File: src/sv/gcm_pkg.sv
`timescale 1ns / 1ps

package gcm_pkg;

  // table geometry and value width
  localparam int MAX_DENOMS = 16;
  localparam int CENT_BITS  = 20;
  localparam int IDX_BITS   = $clog2(MAX_DENOMS);
  localparam int CNT_BITS   = $clog2(MAX_DENOMS + 1);
  localparam int STAT_BITS  = 3;

  // stream word widths, padded to whole bytes
  localparam int S_DATA_W = ((CENT_BITS + 7) / 8) * 8;
  localparam int OUT_W    = STAT_BITS + 2 * CENT_BITS;
  localparam int M_DATA_W = ((OUT_W + 7) / 8) * 8;

  typedef logic [CENT_BITS-1:0] cents_t;

  typedef enum logic [STAT_BITS-1:0] {
    ST_COIN  = 3'd0,
    ST_ADDED = 3'd1,
    ST_DUP   = 3'd2,
    ST_LOW   = 3'd3,
    ST_FULL  = 3'd4
  } status_t;

  typedef enum logic [3:0] {
    S_IDLE,
    S_ADD_RD,
    S_ADD_CHK,
    S_ADD_END,
    S_SH_CHK,
    S_SH_RD,
    S_SH_WR,
    S_INS,
    S_CHG_RD,
    S_CHG_LD,
    S_CHG_DIV,
    S_EMIT
  } gcm_state_t;

  // divider request and response
  typedef struct packed {
    logic   start;
    cents_t dividend;
    cents_t divisor;
  } div_req_t;

  typedef struct packed {
    logic   done;
    cents_t quotient;
    cents_t remainder;
  } div_rsp_t;

  // table contents after reset, for entries not yet written
  function automatic cents_t reset_denom(input logic [IDX_BITS-1:0] idx);
    cents_t v;
    case (idx)
      IDX_BITS'(0): v = CENT_BITS'(25);
      IDX_BITS'(1): v = CENT_BITS'(10);
      IDX_BITS'(2): v = CENT_BITS'(5);
      IDX_BITS'(3): v = CENT_BITS'(1);
      default:      v = '0;
    endcase
    return v;
  endfunction

endpackage

File: src/sv/greedy_change_maker.sv
`timescale 1ns / 1ps

// channel  dir  tdata (low bit up)                         side bands
// s        in   cents[19:0], zero pad to 24                tuser = req_type
// m        out  status[2:0], denomination, coin_count, pad tlast = last
//
// one request at a time; s_tready is high only while nothing is in flight
// add: reads and checks each stored denomination in turn, then moves each entry from
// the insertion slot on down one place and writes the new one; change: one division per
// stored denomination by the serial divider, for up to 16 in a full table
// rst is synchronous; the denomination table comes back as 25, 10, 5, 1
// a stalled m side holds the word and pauses the walk until it is taken

module greedy_change_maker (
  input  logic                          clk,
  input  logic                          rst,
  input  logic                          s_tvalid,
  output logic                          s_tready,
  input  logic [gcm_pkg::S_DATA_W-1:0]  s_tdata,   // cents
  input  logic                          s_tuser,   // req_type
  output logic                          m_tvalid,
  input  logic                          m_tready,
  output logic [gcm_pkg::M_DATA_W-1:0]  m_tdata,   // status, denomination, coin_count
  output logic                          m_tlast    // last
);

  localparam int CB  = gcm_pkg::CENT_BITS;
  localparam int IB  = gcm_pkg::IDX_BITS;
  localparam int NB  = gcm_pkg::CNT_BITS;
  localparam int MAXD = gcm_pkg::MAX_DENOMS;

  gcm_pkg::gcm_state_t state, state_next;

  logic [NB-1:0]          cnt;
  logic [NB-1:0]          idx;
  logic [NB-1:0]          pos;
  logic                   kind;
  gcm_pkg::cents_t        value;
  gcm_pkg::cents_t        remain;
  gcm_pkg::status_t       res_status;
  gcm_pkg::cents_t        res_denom;
  gcm_pkg::cents_t        res_count;
  logic                   res_last;
  logic [MAXD-1:0]        ent_valid;
  logic                   rd_valid;
  logic [IB-1:0]          rd_addr_q;

  logic                   ram_we;
  logic [IB-1:0]          ram_wr_addr;
  gcm_pkg::cents_t        ram_wr_data;
  logic                   ram_rd_en;
  logic [IB-1:0]          ram_rd_addr;
  gcm_pkg::cents_t        ram_rd_data;
  gcm_pkg::cents_t        rd_denom;

  gcm_pkg::div_req_t      div_req;
  gcm_pkg::div_rsp_t      div_rsp;

  logic                   in_fire;
  logic                   out_free;
  logic                   out_load;
  logic                   scan_end;
  logic [NB-1:0]          idx_dec;
  gcm_pkg::cents_t        in_cents;

  assign in_fire  = s_tvalid && s_tready;
  assign out_free = !m_tvalid || m_tready;
  assign in_cents = s_tdata[CB-1:0];
  assign scan_end = (idx + 1'b1) == cnt;
  assign idx_dec  = idx - 1'b1;

  // denomination store
  gcm_ram #(
    .WIDTH (CB),
    .DEPTH (MAXD)
  ) u_table (
    .clk     (clk),
    .we      (ram_we),
    .wr_addr (ram_wr_addr),
    .wr_data (ram_wr_data),
    .rd_en   (ram_rd_en),
    .rd_addr (ram_rd_addr),
    .rd_data (ram_rd_data)
  );

  // serial divider for the change walk
  gcm_div u_div (
    .clk (clk),
    .rst (rst),
    .req (div_req),
    .rsp (div_rsp)
  );

  // entries never written read as their reset contents
  assign rd_denom = rd_valid ? ram_rd_data : gcm_pkg::reset_denom(rd_addr_q);

  always_ff @(posedge clk) begin
    if (rst) begin
      ent_valid <= '0;
    end else if (ram_we) begin
      ent_valid[ram_wr_addr] <= 1'b1;
    end
  end

  always_ff @(posedge clk) begin
    if (ram_rd_en) begin
      rd_addr_q <= ram_rd_addr;
      rd_valid  <= ent_valid[ram_rd_addr];
    end
  end

  // next state
  always_comb begin
    state_next = state;
    case (state)
      gcm_pkg::S_IDLE: begin
        if (in_fire) begin
          if (in_cents == '0) begin
            state_next = gcm_pkg::S_EMIT;
          end else if (s_tuser) begin
            state_next = gcm_pkg::S_CHG_RD;
          end else begin
            state_next = gcm_pkg::S_ADD_RD;
          end
        end
      end
      gcm_pkg::S_ADD_RD:  state_next = gcm_pkg::S_ADD_CHK;
      gcm_pkg::S_ADD_CHK: begin
        if (rd_denom == value) begin
          state_next = gcm_pkg::S_EMIT;
        end else if (scan_end) begin
          state_next = gcm_pkg::S_ADD_END;
        end else begin
          state_next = gcm_pkg::S_ADD_RD;
        end
      end
      gcm_pkg::S_ADD_END: begin
        if (cnt == NB'(MAXD)) begin
          state_next = gcm_pkg::S_EMIT;
        end else begin
          state_next = gcm_pkg::S_SH_CHK;
        end
      end
      gcm_pkg::S_SH_CHK:  state_next = (idx > pos) ? gcm_pkg::S_SH_RD : gcm_pkg::S_INS;
      gcm_pkg::S_SH_RD:   state_next = gcm_pkg::S_SH_WR;
      gcm_pkg::S_SH_WR:   state_next = gcm_pkg::S_SH_CHK;
      gcm_pkg::S_INS:     state_next = gcm_pkg::S_EMIT;
      gcm_pkg::S_CHG_RD:  state_next = gcm_pkg::S_CHG_LD;
      gcm_pkg::S_CHG_LD:  state_next = gcm_pkg::S_CHG_DIV;
      gcm_pkg::S_CHG_DIV: begin
        if (div_rsp.done) begin
          state_next = gcm_pkg::S_EMIT;
        end
      end
      gcm_pkg::S_EMIT: begin
        if (out_free) begin
          state_next = res_last ? gcm_pkg::S_IDLE : gcm_pkg::S_CHG_RD;
        end
      end
      default: state_next = gcm_pkg::S_IDLE;
    endcase
  end

  // memory, divider and handshake controls
  always_comb begin
    s_tready         = 1'b0;
    ram_we           = 1'b0;
    ram_wr_addr      = idx[IB-1:0];
    ram_wr_data      = rd_denom;
    ram_rd_en        = 1'b0;
    ram_rd_addr      = idx[IB-1:0];
    div_req.start    = 1'b0;
    div_req.dividend = remain;
    div_req.divisor  = rd_denom;
    out_load         = 1'b0;
    case (state)
      gcm_pkg::S_IDLE:   s_tready = 1'b1;
      gcm_pkg::S_ADD_RD: ram_rd_en = 1'b1;
      gcm_pkg::S_SH_RD: begin
        ram_rd_en   = 1'b1;
        ram_rd_addr = idx_dec[IB-1:0];
      end
      gcm_pkg::S_SH_WR:  ram_we = 1'b1;
      gcm_pkg::S_INS: begin
        ram_we      = 1'b1;
        ram_wr_addr = pos[IB-1:0];
        ram_wr_data = value;
      end
      gcm_pkg::S_CHG_RD: ram_rd_en = 1'b1;
      gcm_pkg::S_CHG_LD: div_req.start = 1'b1;
      gcm_pkg::S_EMIT:   out_load = out_free;
      default: ;
    endcase
  end

  // control state
  always_ff @(posedge clk) begin
    if (rst) begin
      state <= gcm_pkg::S_IDLE;
      cnt   <= NB'(4);
    end else begin
      state <= state_next;
      if (state == gcm_pkg::S_INS) begin
        cnt <= cnt + 1'b1;
      end
    end
  end

  // request datapath
  always_ff @(posedge clk) begin
    case (state)
      gcm_pkg::S_IDLE: begin
        if (in_fire) begin
          kind       <= s_tuser;
          value      <= in_cents;
          remain     <= in_cents;
          idx        <= '0;
          pos        <= cnt;
          res_status <= gcm_pkg::ST_LOW;
          res_denom  <= '0;
          res_count  <= '0;
          res_last   <= 1'b1;
        end
      end
      gcm_pkg::S_ADD_CHK: begin
        // duplicate check and first slot holding a smaller value
        if (rd_denom == value) begin
          res_status <= gcm_pkg::ST_DUP;
          res_denom  <= value;
        end
        if (value > rd_denom && pos == cnt) begin
          pos <= idx;
        end
        idx <= idx + 1'b1;
      end
      gcm_pkg::S_ADD_END: begin
        res_status <= gcm_pkg::ST_FULL;
        res_denom  <= value;
        idx        <= cnt;
      end
      gcm_pkg::S_SH_WR:  idx <= idx_dec;
      gcm_pkg::S_INS: begin
        res_status <= gcm_pkg::ST_ADDED;
        res_denom  <= value;
      end
      gcm_pkg::S_CHG_LD: begin
        res_denom <= rd_denom;
      end
      gcm_pkg::S_CHG_DIV: begin
        if (div_rsp.done) begin
          res_status <= gcm_pkg::ST_COIN;
          res_count  <= div_rsp.quotient;
          remain     <= div_rsp.remainder;
          res_last   <= scan_end;
        end
      end
      gcm_pkg::S_EMIT: begin
        if (out_free && kind) begin
          idx <= idx + 1'b1;
        end
      end
      default: ;
    endcase
  end

  // output word register
  always_ff @(posedge clk) begin
    if (rst) begin
      m_tvalid <= 1'b0;
    end else if (out_load) begin
      m_tvalid <= 1'b1;
    end else if (m_tready) begin
      m_tvalid <= 1'b0;
    end
  end

  always_ff @(posedge clk) begin
    if (out_load) begin
      m_tdata <= gcm_pkg::M_DATA_W'({res_count, res_denom, res_status});
      m_tlast <= res_last;
    end
  end

endmodule

File: src/sv/gcm_ram.sv
`timescale 1ns / 1ps

module gcm_ram #(
  parameter int WIDTH = 20,
  parameter int DEPTH = 16
) (
  input  logic                     clk,
  input  logic                     we,
  input  logic [$clog2(DEPTH)-1:0] wr_addr,
  input  logic [WIDTH-1:0]         wr_data,
  input  logic                     rd_en,
  input  logic [$clog2(DEPTH)-1:0] rd_addr,
  output logic [WIDTH-1:0]         rd_data
);

  logic [WIDTH-1:0] mem [DEPTH];

  // one write port, one registered read port
  always_ff @(posedge clk) begin
    if (we) begin
      mem[wr_addr] <= wr_data;
    end
    if (rd_en) begin
      rd_data <= mem[rd_addr];
    end
  end

endmodule

File: src/sv/gcm_div.sv
`timescale 1ns / 1ps

module gcm_div (
  input  logic              clk,
  input  logic              rst,
  input  gcm_pkg::div_req_t req,
  output gcm_pkg::div_rsp_t rsp
);

  localparam int CB     = gcm_pkg::CENT_BITS;
  localparam int STEP_W = $clog2(CB + 1);

  logic              busy;
  logic [STEP_W-1:0] step;
  logic [CB-1:0]     rem;
  logic [CB-1:0]     quo;
  logic [CB-1:0]     dvs;
  logic              done;
  logic [CB:0]       rem_sh;
  logic [CB:0]       trial;
  logic              fits;

  // one restoring step: shift in the next dividend bit, try the subtract
  assign rem_sh = {rem, quo[CB-1]};
  assign trial  = rem_sh - {1'b0, dvs};
  assign fits   = rem_sh >= {1'b0, dvs};

  always_ff @(posedge clk) begin
    if (rst) begin
      busy <= 1'b0;
      done <= 1'b0;
      step <= '0;
    end else begin
      done <= 1'b0;
      if (req.start) begin
        busy <= 1'b1;
        step <= '0;
      end else if (busy) begin
        step <= step + 1'b1;
        if (step == STEP_W'(CB - 1)) begin
          busy <= 1'b0;
          done <= 1'b1;
        end
      end
    end
  end

  // quotient shifts in from the bottom as the dividend shifts out the top
  always_ff @(posedge clk) begin
    if (req.start) begin
      rem <= '0;
      quo <= req.dividend;
      dvs <= req.divisor;
    end else if (busy) begin
      rem <= fits ? trial[CB-1:0] : rem_sh[CB-1:0];
      quo <= {quo[CB-2:0], fits};
    end
  end

  // a zero divisor gives no coins and leaves the amount untouched
  assign rsp.done      = done;
  assign rsp.quotient  = (dvs == '0) ? '0 : quo;
  assign rsp.remainder = rem;

endmodule

File: config.mk
export PLATFORM = sky130hd
export DESIGN_NAME = greedy_change_maker
export DESIGN_NICKNAME = d
export VERILOG_FILES = /design/src/sv/gcm_pkg.sv /design/src/sv/greedy_change_maker.sv /design/src/sv/gcm_ram.sv /design/src/sv/gcm_div.sv
export SDC_FILE = /design/constraint.sdc
export NUM_CORES = 1
export LEC_CHECK = 0
export BUFFER_PORTS_ARGS = -buffer_cell sky130_fd_sc_hd__buf_2
export CAP_MARGIN = 20
export CORE_AREA = 4 4 226 228
export CTS_CLUSTER_SIZE = 8
export DETAILED_ROUTE_END_ITERATION = 16
export DIE_AREA = 0 0 230 232
export PLACE_DENSITY = 0.74
export SLEW_MARGIN = 20
export SYNTH_ARGS = -nofsm -noshare
export SYNTH_HDL_FRONTEND = slang
export SYNTH_SLANG_ARGS = --single-unit
File: constraint.sdc
create_clock -name clk -period 4.6 [get_ports clk]
set_input_delay 0 -clock clk [delete_from_list [all_inputs] [get_ports clk]]
set_output_delay 0 -clock clk [all_outputs]
set_load 0.005 [all_outputs]
==> run_results.csv, run 1 <==
group,metric,value,unit
placement,port_buffers,70,
cts,h-tree-depth,3,
setup_path,crit_path_max_fanout,85,
final_layout,drive_gt1_share,21.1,%
cts,cts_made_buffers,82,
yosys,synth_edf_count,524,
cts,cts_tree,"done",
pwr,p_per_area,593,nW/um^2
placement,finalWeightedCongestion,0.918,
pwr,vdd.ir_drop.worst,0.321,mV
sta,slew_headroom,31.3,%
final_layout,final_common_cell,"edfxtp_1",
setup_path,reg2reg_slack,1.09,ns
placement,dp_hpwl,32.3,mm
hold_path,holdPathStages,2,
setup_path,rr_worst_depth,6,
yosys,ys_seq_area_share,69.0,%
global_routing,grt_max_degree,86,
yosys,yosysTopAreaCell,"edfxtp_1",
setup_path,critical_path_class,"register to register",
setup_path,cp.arrival,3.84,ns
sta,worst_pin_slew,1.03,ns
cts,clk_latency,0.61,ns
final_layout,final_cell_mix,"edfxtp_1, nand2_1, mux4_2",
floorplan,core_area,48800,um^2
sta,finalClockSkew,0.0341,ns
final_layout,final_cells,2438,
job,max-cap-violations,0,
yosys,syn_inst,1588,
yosys,ys.flop_type,"edfxtp_1",
cts,clkTransAtPathRegs,0.05,ns
floorplan,core.rowCount,81,
outcome,status,"finished, final reports clean",
global_routing,track_usage,20.6,%
floorplan,die_height,232,um
detailed_routing,routed_via_density,5.75,
cts,cts.sinks,577,
setup_path,crit_slowest_cell,"dfxtp_1",
placement,dp.cells,2288,
global_routing,antenna_found_initial,0,
setup_path,endpoint_kind,"register",
cts,cts_buffer_depth,3,
sta,hold_violations,0,
setup_path,crit_buf_inv,1,
sta,max_freq,285,MHz
floorplan,fp.dieW,230,um
yosys,async_reset_ff_share,0,%
setup_path,reg2reg_to,"u_table.rd_data[1]$_DFFE_PP_",
detailed_routing,wl_per_cell,22.5,um
yosys,synthTopCellsByArea,"edfxtp_1, mux4_2, dfxtp_1, ha_1, nand2_1",
floorplan,initial_utilization,49.8,%
yosys,yosysUniqueCellTypes,66,
cts,cts_resized,0,
pwr,leakage,9.96,nW
detailed_routing,detail_route.first_pass.iterations,5,
global_routing,grt_pass1_vias,14100,
cts,cts_root_buf,"clkbuf_16",
setup_path,cp-start-kind,"register",
detailed_routing,routed_wl,54.8,mm
yosys,yosys_warnings,0,
hold_path,min_from,"s_tuser",
hold_path,min_to,"kind$_DFFE_PP_",
global_routing,grt_remaining_overflow,0,
sta,grt_setup_unrepaired,"false",
detailed_routing,drc,0,
sta,final-setup-viol-count,0,
setup_path,timing.critical_path.required,4.94,ns
sta,min_period_over_period,76.3,%
setup_path,cp_cell_sequence,"nand2b_1, nor2_4, xnor2_2, buf_12, mux4_2, mux4_2",
final_layout,syn_to_final_growth,16.3,%
sta,layout_min_cycle_time,3.51,ns
yosys,syn_area,24300,um^2
final_layout,final_nets,1813,
detailed_routing,vias,14000,
detailed_routing,detail-route-antenna-nets,0,
detailed_routing,drtIter0Drc,1321,
setup_path,cp_top_family,"multiplexers",
final_layout,fillers,3674,
setup_path,critical_path.max_stage_delay,0.74,ns
sta,fin_setup_tns,0,ns
floorplan,ios,80,
hold_path,hold_path.class,"input port to register",
sta,drv_slew,0,
yosys,synth_top_area_share,64.6,%
yosys,avgSynthCellArea,15.3,um^2
cts,cts_setup_buffers,0,
final_layout,n_antenna_cell,0,
global_routing,grt_pass1_wl,84.1,mm
setup_path,r2r-start,"state[2]$_SDFFE_PP0P_",
floorplan,dieArea,53400,um^2
setup_path,critPathMostFrequentCell,"mux4_2",
yosys,synth_seq_cells,577,
logic make-up (layout without fill, tap and decap cells):
family          count (synthesis)  in the layout  synth area share [%]
mux                           140            140                  11.3
fa+ha+maj                      51             51                  2.65
simple gates                  411            411                  7.77
other cells                     1              5                0.0154
xor+xnor                       37             37                  1.33
buf+inv                       149            331                  2.66
compound gates                222            222                  5.32
flops                         577            577                  69.0
routing by layer:
metal / track usage (%) / vias to the layer above / routed length, um
met5: 0 / - / 0
met4: 5.94 / 0 / 1330
met3: 3.61 / 100 / 3460
met2: 35.2 / 505 / 27800
met1: 27.5 / 7087 / 22200
li1: - / 6320 / -
through the flow:
step	instance area (um^2)	hold slack (ns)	utilization (%)	setup WS, ns	power [W]
2_1_floorplan	24400	0.0989	-	0.355	0.0101
3_3_place_gp	25700	0.223	52.5	1.16	0.0112
3_5_place_dp	25700	0.215	52.5	1.12	0.0113
4_1_cts	28300	0.154	57.9	1.09	0.0169
5_1_grt	28300	0.178	58.0	0.918	0.0176
6_report	28300	0.185	58.0	1.09	0.0168
power breakdown:
part	switching (W)	internal, W
Clock	0.00213	0.00341
Sequential	0.000418	0.00680
Combinational	0.00238	0.00167
flip-flops by register name, summed over array words and instances, names as in the netlist, 20 cells and up:
| signal | flops |
|---|---|
| res_denom | 20 |
| u_div.quo | 20 |
| value | 20 |
| m_tdata | 43 |
| u_table.rd_data | 20 |
| res_count | 20 |
| u_div.rem | 20 |
| remain | 20 |
| u_div.dvs | 20 |
| u_table.mem | 320 |
worst max-delay path by stage:
| stage | end | start | cells after the start |
|---|---|---|---|
| 5_1_grt | u_table.rd_data[1]$_DFFE_PP_ | state[2]$_SDFFE_PP0P_ | 6 |
| 2_1_floorplan | m_tdata[0]$_DFFE_PP_ | state[2]$_SDFFE_PP0P_ | 3 |
| 3_5_place_dp | u_table.rd_data[1]$_DFFE_PP_ | state[2]$_SDFFE_PP0P_ | 6 |
| 4_1_cts | u_table.rd_data[1]$_DFFE_PP_ | state[2]$_SDFFE_PP0P_ | 6 |
| 3_3_place_gp | rd_valid$_DFFE_PP_ | state[2]$_SDFFE_PP0P_ | 6 |
| 6_report | u_table.rd_data[1]$_DFFE_PP_ | state[2]$_SDFFE_PP0P_ | 6 |
Yosys cell counts (all sizes together), types with 24 or more instances:
| cell | n |
|---|---|
| clkbuf | 51 |
| inv | 64 |
| nor2 | 107 |
| ha | 50 |
| edfxtp | 524 |
| mux4 | 105 |
| nand2 | 161 |
| xor2 | 24 |
| nor3 | 33 |
| a21oi | 68 |
| buf | 34 |
| dfxtp | 53 |
| o21ai | 88 |
cell type report:
cell class / instances / area, um^2 / area share (%)
Clock buffer: 119 / 2240 / 7.92
Clock inverter: 6 / 139 / 0.491
Inverter: 64 / 240 / 0.849
Multi-Input combinational cell: 866 / 7080 / 25.0
Sequential cell: 577 / 16800 / 59.3
Tap cell: 664 / 831 / 2.93
Timing Repair Buffer: 142 / 978 / 3.46
timing repair:
| item | CTS | global route |
|---|---|---|
| hold buffers | 25 | 0 |
| setup endpoints to repair | 0 | 0 |
| hold endpoints to repair | 68 | 0 |
(Power assumes the default switching activity.)
==> run 2: changes to the inputs <==
==> constraint.sdc (replaced) <==
create_clock -name clk -period 3.3 [get_ports clk]
set_input_delay 0 -clock clk [delete_from_list [all_inputs] [get_ports clk]]
set_output_delay 0 -clock clk [all_outputs]
set_load 0.005 [all_outputs]
==> run 2 against run 1 <==
- worst hold slack worse by 0.030 ns
- via count up 1.3%
- clock skew down 0.0049 ns
- design area up 0.82%
- non-clock buffer count up 26
- global-route usage up 0.23 points
- sequential share of layout area down 0.48 points
- largest power group unchanged
==> run_results.csv, run 2 (synthesis gave the netlist of run 1 again) <==
group,metric,value,unit
detailed_routing,routed_via_density,5.77,
detailed_routing,drtIter0Drc,1333,
sta,finalClockSkew,0.0292,ns
sta,hold_violations,0,
setup_path,endpoint_kind,"register",
cts,clk_latency,0.62,ns
setup_path,critical_path_class,"register to register",
detailed_routing,wl_per_cell,22.4,um
placement,finalWeightedCongestion,0.904,
final_layout,final_cells,2462,
sta,worst_pin_slew,0.901,ns
sta,final-setup-viol-count,0,
cts,cts_setup_buffers,0,
detailed_routing,routed_wl,55.2,mm
cts,cts_resized,0,
floorplan,fp.dieW,230,um
sta,layout_min_cycle_time,3.07,ns
global_routing,track_usage,20.8,%
floorplan,core.rowCount,81,
sta,drv_slew,0,
sta,slew_headroom,38.4,%
floorplan,initial_utilization,49.8,%
floorplan,die_height,232,um
pwr,vdd.ir_drop.worst,0.459,mV
final_layout,final_common_cell,"edfxtp_1",
sta,max_freq,326,MHz
cts,cts.sinks,577,
detailed_routing,vias,14200,
final_layout,reg_top3,"u_table.mem (320), m_tdata (43)",
final_layout,syn_to_final_growth,17.2,%
sta,fin_setup_tns,0,ns
job,max-cap-violations,0,
setup_path,cp-start-kind,"register",
setup_path,cp.arrival,3.30,ns
cts,h-tree-depth,3,
final_layout,final_cell_mix,"edfxtp_1, nand2_1, mux4_2",
cts,cts_buffer_depth,3,
pwr,switching_power,0.00695,W
pwr,comb_power_share,25.3,%
pwr,p_per_area,829,nW/um^2
placement,dp.cells,2314,
final_layout,largest_reg_flops,320,
floorplan,dieArea,53400,um^2
sta,min_period_over_period,92.9,%
floorplan,core_area,48800,um^2
final_layout,fillers,3687,
pwr,switching_share,29.4,%
cts,cts_root_buf,"clkbuf_16",
sta,grt_setup_unrepaired,"false",
final_layout,final_nets,1839,
pwr,power.share.clock,32.7,%
global_routing,grt_max_degree,52,
global_routing,grt_pass1_wl,84.8,mm
pwr,intPower,0.0167,W
floorplan,ios,80,
cts,cts_made_buffers,82,
placement,dp_hpwl,33.0,mm
hold_path,hold_path.class,"input port to register",
detailed_routing,detail-route-antenna-nets,0,
pwr,seq_power_share,42.1,%
cts,clkTransAtPathRegs,0.05,ns
sta,holdWs,0.156,ns
final_layout,n_antenna_cell,0,
global_routing,antenna_found_initial,0,
setup_path,timing.critical_path.required,3.54,ns
pwr,leakage,10.1,nW
final_layout,regMostFlops,"u_table.mem",
final_layout,utilization,58.4,%
detailed_routing,detail_route.first_pass.iterations,5,
cts,cts_tree,"done",
final_layout,drive_gt1_share,22.0,%
setup_path,crit_path_max_fanout,5,
placement,port_buffers,70,
outcome,status,"finished, final reports clean",
detailed_routing,drc,0,
setup_path,reg2reg_slack,0.23,ns
global_routing,grt_pass1_vias,14400,
global_routing,grt_remaining_overflow,0,
==> run 2: changes by cell type in the layout (fill, tap and decap cells not counted), sizes merged <==
cell    previous run  this run
buf              117       143
clkbuf           119       117
inv               67        66
clkinv             2         3
==> run 2: final cells by class <==
cell class	count	area, um^2	area share, %
flip-flops and latches	577	16800	58.8
repair buffers	168	1260	4.42
clock buffers	117	2240	7.83
well taps	664	831	2.91
clock inverters	6	149	0.522
multi-input cells	866	7030	24.6
inverters	64	240	0.842
==> run 2: per-layer routing <==
| layer | vias up | GRT usage (%) | wire [um] | share of wire (%) |
|---|---|---|---|---|
| li1 | 6358 | - | - | - |
| met1 | 7161 | 27.7 | 22300 | 40 |
| met2 | 576 | 35.1 | 27700 | 50 |
| met3 | 105 | 3.83 | 3750 | 6.8 |
| met4 | 0 | 6.65 | 1460 | 2.6 |
| met5 | - | 0 | 0 | 0 |
==> run 2: final timing paths <==
| kind | startpoint | end | cells past startpoint |
|---|---|---|---|
| min | s_tuser | kind$_DFFE_PP_ | 2 |
| max | rd_addr_q[1]$_DFFE_PP_ | pos[1]$_DFFE_PP_ | 11 |
| max reg2reg | rd_addr_q[1]$_DFFE_PP_ | pos[1]$_DFFE_PP_ | 11 |
| min reg2reg | res_count[19]$_SDFFCE_PP0P_ | m_tdata[42]$_DFFE_PP_ | 0 |
==> run 2: worst max-delay path, stage by stage (launching register included) <==
cell      delay [ns]
edfxtp_1        0.41
or3_1           0.43
nor3_1          0.18
a21oi_1         0.09
ha_1            0.28
nand4_1         0.09
nor2_1          0.07
nand3_1         0.09
nor2_1          0.11
nor2_1          0.25
nand4_1         0.12
o21ai_0         0.58
==> run 2: metrics by stage <==
step	cell area [um^2]	power (W)	setup WS (ns)
2_1_floorplan	24400	0.0141	0.0730
3_3_place_gp	25900	0.0158	0.254
3_5_place_dp	25900	0.0160	0.230
4_1_cts	28500	0.0238	0.215
5_1_grt	28500	0.0248	0.0704
6_report	28500	0.0237	0.235
==> run 2: power by group through the flow <==
| stage | Combinational (W) | Sequential [W] | Clock (W) |
|---|---|---|---|
| 2_1_floorplan | 0.00425 | 0.00985 | 0 |
| 3_3_place_gp | 0.00574 | 0.0100 | 0 |
| 3_5_place_dp | 0.00590 | 0.0101 | 0 |
| 4_1_cts | 0.00599 | 0.00994 | 0.00786 |
| 5_1_grt | 0.00656 | 0.0100 | 0.00823 |
| 6_report | 0.00597 | 0.00995 | 0.00773 |
==> run 2: what timing repair did <==
action                                 CTS  global route
endpoints found under the hold margin   71             0
hold buffers                            25             0
setup endpoints to repair                0             0
